File: src/sv/huffman_table_encoder_bit_packer_macros.svh
// Assertion macros for the table encoder and bit packer.
// Included by the RTL files that carry concurrent checks; needs clk and arst_n in scope.
`ifndef HUFFMAN_TABLE_ENCODER_BIT_PACKER_MACROS_SVH
`define HUFFMAN_TABLE_ENCODER_BIT_PACKER_MACROS_SVH

`ifndef ASSERT_OFF
`define HTE_ASSERT_IMP(lbl, ante, cons, msg) \
	lbl: assert property (@(posedge clk) disable iff (!arst_n) (ante) |-> (cons)) \
		else $error(msg);
`define HTE_ASSERT_NXT(lbl, ante, cons, msg) \
	lbl: assert property (@(posedge clk) disable iff (!arst_n) (ante) |=> (cons)) \
		else $error(msg);
`else
`define HTE_ASSERT_IMP(lbl, ante, cons, msg)
`define HTE_ASSERT_NXT(lbl, ante, cons, msg)
`endif

`endif

File: src/sv/hte_pkg.sv
// Shared types and constants of the table encoder and bit packer.
// No dependencies; imported by every module of the block.
package hte_pkg;

	localparam int SYMBOL_COUNT = 256;
	localparam int MAX_CODE_LEN = 32;
	localparam int SYM_W        = 8;
	localparam int CODE_W       = 32;
	localparam int LEN_W        = 6;
	localparam int BYTE_W       = 8;
	localparam int ACC_W        = BYTE_W - 1;
	localparam int CNT_W        = 3;
	localparam int WORK_W       = CODE_W + BYTE_W;
	localparam int REM_W        = 6;
	localparam int SHAMT_W      = 6;
	localparam int TBL_AW       = (SYMBOL_COUNT > 1) ? $clog2(SYMBOL_COUNT) : 1;
	localparam int LEN_LIMIT    = (MAX_CODE_LEN < CODE_W) ? MAX_CODE_LEN : CODE_W;

	typedef enum logic [1:0] {
		OP_LOAD   = 2'd0,
		OP_ENCODE = 2'd1,
		OP_FLUSH  = 2'd2,
		OP_NONE   = 2'd3
	} op_t;

	typedef enum logic [1:0] {
		ST_IDLE,
		ST_ALIGN,
		ST_MERGE,
		ST_EMIT
	} state_t;

	typedef struct packed {
		logic               left;
		logic [SHAMT_W-1:0] amt;
	} shift_req_t;

endpackage

File: src/sv/hte_shift.sv
// Shared barrel shifter of the packer working register, left or right.
// Depends on hte_pkg for the register width and the request struct.
module hte_shift import hte_pkg::*; (
	input  logic [WORK_W-1:0] data_in,
	input  shift_req_t        req,
	output logic [WORK_W-1:0] data_out
);

	always_comb begin
		if (req.left) begin
			data_out = data_in << req.amt;
		end else begin
			data_out = data_in >> req.amt;
		end
	end

endmodule

File: config.mk
export PLATFORM = sky130hd
export DESIGN_NAME = hte_shift
export DESIGN_NICKNAME = d
export VERILOG_FILES = /design/src/sv/huffman_table_encoder_bit_packer_macros.svh /design/src/sv/hte_pkg.sv /design/src/sv/hte_shift.sv
export SDC_FILE = /design/constraint.sdc
export NUM_CORES = 1
export LEC_CHECK = 0
export BUFFER_PORTS_ARGS = -buffer_cell sky130_fd_sc_hd__buf_2
export CORE_UTILIZATION = 41
export DETAILED_ROUTE_END_ITERATION = 12
export GPL_ROUTABILITY_DRIVEN = 0
export SLEW_MARGIN = 20
export SYNTH_ARGS = -nofsm -noshare
export SYNTH_HDL_FRONTEND = slang
export SYNTH_SLANG_ARGS = --single-unit
File: constraint.sdc
create_clock -name vclk -period 3.55
set_clock_uncertainty 0.1 [all_clocks]
set_input_delay 0.355 -clock vclk [all_inputs]
set_output_delay 0.355 -clock vclk [all_outputs]
set_load 0.02 [all_outputs]
== After elaboration in Yosys (flattened, before gate mapping) ==
Cells that the tools add are included.

* Register bits: 0
* Input bits: 47
* Output and inout port bits: 40
* Logic and storage cells: 3

* Shift-type cells: 2
* Muxes and demuxes: 1

{| class="wikitable"
|+ Operator list
! operator !! number
|-
| 40-bit 2-to-1 mux || 1
|-
| 40-bit by 6-bit left shift with 40-bit output || 1
|-
| 40-bit by 6-bit right shift with 40-bit output || 1
|}

== Logic depth before layout (Yosys ltp) ==
Gate-level depths: netlist of the first run.

* Depth in word-level cells: 2
* Mapped depth: 10
* Depth with buffers taken out: 6

== Least setup slack after synthesis of the first run ==
OpenSTA, ideal clock, no wires.

* Kind: input -> output
* Start: in req[1] in the netlist's numbering
* End: out data_out[29]
* Data arrival time: 2.156 ns
* Data required time: 3.095 ns
* Slack: 0.939 ns
* Stages on the path: 9
* Path buffers: 3
* Cells stage by stage: buf_6 buf_8 buf_6 mux2_2 nor2_1 a211o_1 o22ai_1 nor2_1 o32ai_1

* Cells in the longest elaborated chain, start to end: 2
* Elaborated cells between the ends (all ways): 3
* Those cells by class: 2 x shift; 1 x mux

{| class="wikitable"
|+ Ends and longest elaborated chain
! what !! RTL line !! RTL
|-
| from (decl) || hte_shift.sv:5 || <nowiki>input shift_req_t req,</nowiki>
|-
| 40-bit by 6-bit right shift with 40-bit output or 40-bit by 6-bit left shift with 40-bit output (tied branches) || hte_shift.sv:13, hte_shift.sv:11 ||
|-
| 40-bit 2-to-1 mux * || hte_shift.sv:10 || <nowiki>if (req.left) begin</nowiki>
|-
| to (decl) || hte_shift.sv:6 || <nowiki>output logic [WORK_W-1:0] data_out</nowiki>
|}

Mark *: on every way between the ends. The rest lies on a longest branch, timed or not.

== Final worst setup path of the first run ==
* Start: in req[0] in the netlist's numbering
* End: out data_out[0]

Same word-level chain as after synthesis.

==> reports/summary.txt, run 1 <==
OUTCOME
----------------------------------------------------------------------------------
Run status                                                            complete, no violations

FINISH
----------------------------------------------------------------------------------
Register cell area after layout                                             0 um^2
Utilization after layout                                                     47.6%
Diodes inserted                                                                  0
Area of all placed cells without fillers                                 5250 um^2
Share of final-layout standard cells stronger than drive strength 1          29.0%
Total Nets Final                                                               760
Clock buffer count                                                               0
Number of sequential cells                                                       0
Multi-input gate area                                                    4350 um^2
Number of fill cells in the layout                                            1168
Synthesis-to-finish area growth                                              11.4%

FLOORPLAN
----------------------------------------------------------------------------------
Number of placement rows                                                        38
Vertical extent of the die                                                  109 um
Initial Util                                                                 42.7%
Overall die area                                                        11900 um^2
Chip Width                                                                  109 um
Area of the placeable core                                              11000 um^2
I/O pin count                                                                   87

POWER
----------------------------------------------------------------------------------
Leak                                                                       2.14 nW
Power density over cell area                                           179 nW/um^2
Overall power after layout                                              0.000941 W
Worst-case vdd ir drop                                                   0.0957 mV

STA
----------------------------------------------------------------------------------
Relative slew margins                                                        43.2%
Max-slew violation count                                                         0
Fmax                                                                       300 MHz
Post-route worst hold slack                                                1.17 ns
Total negative slack for setup checks                                         0 ns
Number of endpoints with negative hold slack in the final report                 0
Least-Margin Pin Slew                                                     0.842 ns
Unrepaired setup endpoints after global routing                                 no
Final critical-path required period                                        3.34 ns
Final-report setup violation count                                               0
Final worst path period share                                                94.0%

SYNTHESIS
----------------------------------------------------------------------------------
Synth Instances                                                                657
Synthesized area                                                         4710 um^2
Syn nets                                                                       704
Syn Area/Cell                                                            7.17 um^2
Portion of the post-synthesis area used by sequential elements                  0%
Post-synthesis cell type count                                                  59
Yosys warns                                                                      0

CLOCK TREE
----------------------------------------------------------------------------------
Count of cells resized by post-cts repair                                        0
Number of setup buffers added after CTS                                          0
Post-cts hold buffer count                                                       0

GLOBAL ROUTING
----------------------------------------------------------------------------------
Antenna violations before repair                                                 0
Leftover overflow at the end of global routing                                   0
Vias in the first global route                                                5616
Pin count of the biggest net entering global routing                            45
Wire length of the first global-routing pass                              32300 um
Overall fraction of global-route tracks in use                               35.3%

HOLD PATH
----------------------------------------------------------------------------------
Class of the tightest hold or removal check                           input pin to output port

PLACEMENT
----------------------------------------------------------------------------------
Placed cell areas                                                        5250 um^2
Number of I/O port buffers                                                      87
HPWL reported at the end of detailed placement                            16500 um

DRT
----------------------------------------------------------------------------------
Number of DRC violations after detailed routing                                  0
Routed wire length                                                        21300 um
Total via count after detailed routing                                        6190
Iter 0 DRT Violations                                                         1042
Vias per cell                                                                 7.27
Mean routed wirelength per cell                                            25.1 um
Residual antenna-violating net count after detailed routing                      0
TritonRoute pass-1 iters                                                         7

SETUP PATH
----------------------------------------------------------------------------------
Critical path launch point type                                          input pin
Data required time at the worst endpoint                                   3.09 ns
Type of the setup path with the least slack                           input pin to output port
Element type at the critical path end                                  output port
Data arrival time at the worst-slack endpoint                              2.88 ns
Critical path fanouts, max                                                      21

JOB
----------------------------------------------------------------------------------
Number of max-capacitance violations reported                                    0

cell usage in the layout (no fill, tap or decap), types with 4 or more instances in the layout:
cell / n
a211o_1: 7
nor2_1: 65
o21ai_0: 48
nand2_1: 80
or2_2: 5
buf_2: 86
a211oi_1: 16
mux2i_1: 70
o221ai_1: 10
nand2b_1: 12
mux2_2: 51
and2_1: 4
o22a_1: 5
o21a_1: 4
a21o_1: 6
buf_4: 31
a21oi_1: 22
o211ai_1: 16
o32ai_1: 4
nand3_1: 9
o22ai_1: 38
o31ai_1: 4
a22oi_1: 18
nor2b_1: 7
a31oi_1: 8
nor3_1: 16
mux4_2: 22
power by group:
group	internal (W)	switching (W)
Combinational	0.000345	0.000595
Clock	0	0
Sequential	0	0
Total	0.000345	0.000595
kinds of logic after synthesis:
| logic type | after synthesis | synth area share (%) |
|---|---|---|
| simple gates | 204 | 18.8 |
| compound gates | 237 | 34.5 |
| buf+inv | 70 | 7.67 |
| mux | 146 | 39.0 |
per-layer routing:
layer | track usage [%] | wire (um) | up-vias
met4 | 17.0 | 1310 | 0
li1 | - | - | 2691
met5 | 0 | 0 | -
met1 | 48.0 | 8270 | 2864
met3 | 6.40 | 2700 | 105
met2 | 53.4 | 9060 | 530
stage by stage:
stage               std cells  worst slack [ns]
floorplan                 657             0.939
global placement          851             0.362
detailed placement        851             0.377
CTS                       851             0.378
global route              851             0.122
finish                    851             0.214
path summary, 6_finish.rpt:
kind                  startpoint           end  cells past startpoint
worst max-delay path      req[0]   data_out[0]                      8
worst min-delay path      req[5]  data_out[39]                      4
synthesized netlist by cell type, types with 2 or more instances:
| library cell | instances | area share, % |
|---|---|---|
| nand2_1 | 80 | 6.4 |
| mux2i_1 | 70 | 15 |
| nor2_1 | 65 | 5.2 |
| mux2_2 | 51 | 12 |
| o21ai_0 | 48 | 5.1 |
| o22ai_1 | 38 | 5.0 |
| clkbuf_1 | 30 | 2.4 |
| a21oi_1 | 22 | 2.3 |
| mux4_2 | 22 | 11 |
| a22oi_1 | 18 | 2.9 |
| buf_2 | 18 | 1.9 |
| a211oi_1 | 16 | 2.5 |
| nor3_1 | 16 | 1.7 |
| o211ai_1 | 16 | 2.5 |
| nand2b_1 | 12 | 1.6 |
| o221ai_1 | 10 | 1.9 |
| nand3_1 | 9 | 0.96 |
| a31oi_1 | 8 | 1.1 |
| a211o_1 | 7 | 1.3 |
| nor2b_1 | 7 | 0.93 |
| a21o_1 | 6 | 0.96 |
| buf_1 | 6 | 0.48 |
| buf_4 | 5 | 0.80 |
| o22a_1 | 5 | 0.93 |
| or2_2 | 5 | 0.66 |
| and2_1 | 4 | 0.53 |
| buf_6 | 4 | 0.96 |
| o21a_1 | 4 | 0.64 |
| o31ai_1 | 4 | 0.64 |
| o32ai_1 | 4 | 0.74 |
| a221oi_1 | 3 | 0.56 |
| a22o_1 | 3 | 0.56 |
| inv_1 | 3 | 0.24 |
| o221a_2 | 3 | 0.72 |
| o2bb2ai_1 | 3 | 0.56 |
| or3_1 | 3 | 0.40 |
| a2bb2oi_1 | 2 | 0.37 |
| a311oi_1 | 2 | 0.37 |
| inv_2 | 2 | 0.16 |
| mux4_1 | 2 | 1.1 |
| o21ai_1 | 2 | 0.21 |
| o311ai_0 | 2 | 0.37 |
critical path, stage by stage:
cell and delay (ns):
buf_2 0.40, nand2b_1 0.61, nor2_1 0.14, a2111oi_1 0.63
a22oi_1 0.14, o22ai_1 0.27, a31o_2 0.16, buf_2 0.16
layout make-up:
type               instances  area share (%)
multi-input cells        587            82.9
well taps                140            3.34
inverters                  5           0.358
repair buffers           119            13.4
Note: power is estimated with default switching activity, not from simulation.
==> inputs of run 2 (changes only) <==
CORE_UTILIZATION = 54   (was 41)
PLACE_DENSITY = 0.78   (was unset)
clock period = 3.1 ns   (was 3.55 ns; I/O delays follow)
==> run 2 against run 1 <==
Effect of this change: the run now ends with design-rule violations, negative setup slack left; routed wire length is 5.3% lower; first-iteration DRC count is 31% higher; power is 16% higher; utilization is 16 points higher; hold slack worse by 0.082 ns.
==> reports/summary.txt, run 2 (same netlist as run 1, synthesis figures left out) <==
OUTCOME
----------------------------------------------------------------------------------
Run status                                                            finished with violations
Failing checks                                                        design-rule violations, negative setup slack

FLOORPLAN
----------------------------------------------------------------------------------
I/O pin count                                                                   87
Area of the placeable core                                               8340 um^2
Vertical extent of the die                                                 95.4 um
Overall die area                                                         9100 um^2
Initial Util                                                                 56.5%
Number of placement rows                                                        33
Chip Width                                                                 95.4 um

FINISH
----------------------------------------------------------------------------------
Diodes inserted                                                                  0
Area of all placed cells without fillers                                 5310 um^2
Register cell area after layout                                             0 um^2
Number of fill cells in the layout                                             789
Share of final-layout standard cells stronger than drive strength 1          30.6%
Clock buffer count                                                               0
Synthesis-to-finish area growth                                              12.6%
Leading cell types in the layout, fill and taps excluded              buf_2 (86), nand2_1 (80), mux2i_1 (69), nor2_1 (65), mux2_2 (51)
Number of sequential cells                                                       0
Multi-input gate area                                                    4360 um^2
Total Nets Final                                                               772
Most common cell after layout, fill and taps aside                           buf_2
Utilization after layout                                                     63.6%

PLACEMENT
----------------------------------------------------------------------------------
HPWL reported at the end of detailed placement                            15300 um
Number of I/O port buffers                                                      87
Setup WS pre-CTS                                                          0.174 ns
Placed cell areas                                                        5290 um^2

DRT
----------------------------------------------------------------------------------
Residual antenna-violating net count after detailed routing                      0
TritonRoute pass-1 iters                                                        13
Iter 0 DRT Violations                                                         1367
Routed wire length                                                        20200 um
Vias per cell                                                                 7.61
Mean routed wirelength per cell                                            24.4 um
Total via count after detailed routing                                        6302
Number of DRC violations after detailed routing                                  1

JOB
----------------------------------------------------------------------------------
Number of max-capacitance violations reported                                    0

POWER
----------------------------------------------------------------------------------
Power density over cell area                                           206 nW/um^2
Share of power burned in combinational logic                                100.0%
Total net switching power                                               0.000683 W
Proportion of power drawn by flip-flops and latches                             0%
Leak                                                                       2.20 nW
Internal Power                                                          0.000408 W
Switch share                                                                 62.6%
Portion of total power attributed to the clock network                          0%
Worst-case vdd ir drop                                                    0.105 mV

HOLD PATH
----------------------------------------------------------------------------------
Class of the tightest hold or removal check                           input pin to output port

GLOBAL ROUTING
----------------------------------------------------------------------------------
Antenna violations before repair                                                 1
Wire length of the first global-routing pass                              30700 um
Pin count of the biggest net entering global routing                            46
Vias in the first global route                                                5628
Overall fraction of global-route tracks in use                               44.2%
Leftover overflow at the end of global routing                                   0

SETUP PATH
----------------------------------------------------------------------------------
Worst setup path endpoint                                             data_out[34]
Element type at the critical path end                                  output port
Data required time at the worst endpoint                                   2.69 ns
Data arrival time at the worst-slack endpoint                              2.72 ns
Type of the setup path with the least slack                           input pin to output port
Critical path fanouts, max                                                      17
CP Launch Point                                                             req[0]
Critical path launch point type                                          input pin

STA
----------------------------------------------------------------------------------
Final-report setup violation count                                               1
Unrepaired setup endpoints after global routing                                 no
Total negative slack for setup checks                                   -0.0267 ns
Least-Margin Pin Slew                                                      1.04 ns
Final worst slack                                                       -0.0267 ns
Max-slew violation count                                                         0
Final critical-path required period                                        3.13 ns
Relative slew margins                                                        30.4%
Number of endpoints with negative hold slack in the final report                 0
Fmax                                                                       320 MHz
Final worst path period share                                                 101%

CLOCK TREE
----------------------------------------------------------------------------------
Post-cts hold buffer count                                                       0

-- run 2: cell types whose count changed in the layout (fill, tap and decap cells not counted), sizes merged --
| cell | change |
|---|---|
| buf | +12 |
-- run 2: power groups by stage --
| stage | Combinational (W) | Clock [W] | Sequential, W |
|---|---|---|---|
| floorplan | 0.000697 | 0 | 0 |
| global placement | 0.00101 | 0 | 0 |
| detailed placement | 0.00102 | 0 | 0 |
| CTS | 0.00103 | 0 | 0 |
| global route | 0.00114 | 0 | 0 |
| finish | 0.00109 | 0 | 0 |
-- run 2: worst min-delay path by stage --
| stage | start | to | slack (ns) | depth (start not counted) |
|---|---|---|---|---|
| finish | req[6] | data_out[14] | 1.09 | 5 |
| global route | req[5] | data_out[29] | 1.09 | 3 |
| CTS | req[6] | data_out[14] | 1.06 | 5 |
| detailed placement | req[6] | data_out[14] | 1.05 | 5 |
| global placement | req[5] | data_out[29] | 1.04 | 3 |
| floorplan | req[4] | data_out[13] | 0.85 | 2 |
-- run 2: timing repair --
action | 4_1_cts | 5_1_grt
endpoints found under the hold margin | 0 | 0
buffers inserted | 0 | 0
setup endpoints to repair | 0 | 7
resized for setup | 0 | 4
-- run 2: cell type report --
type / instances / area share (%)
inverters: 5 / 0.354
multi-input cells: 587 / 82.2
repair buffers: 131 / 15.0
well taps: 105 / 2.48
-- run 2: worst max-delay path, cell delays in order --
cell	delay (ns)
buf_2	0.23
buf_4	0.23
nand2_1	0.39
nor2_1	0.11
a211oi_1	0.87
o2bb2ai_1	0.21
a21oi_1	0.08
o21ai_0	0.10
buf_2	0.19
-- run 2: per-layer routing --
layer | track usage (%) | wire length [um] | vias up
met4 | 26.5 | 1880 | 2
met1 | 56.8 | 7100 | 2795
met5 | 0 | 13 | -
li1 | - | - | 2707
met2 | 64.2 | 8110 | 623
met3 | 13.7 | 3110 | 175
-- run 2: metrics by stage --
| step | hold WS (ns) | cells | total power [W] |
|---|---|---|---|
| finish | 1.09 | 828 | 0.00109 |
| global route | 1.09 | 828 | 0.00114 |
| CTS | 1.06 | 828 | 0.00103 |
| detailed placement | 1.05 | 828 | 0.00102 |
| global placement | 1.04 | 828 | 0.00101 |
| floorplan | 0.848 | 657 | 0.000697 |
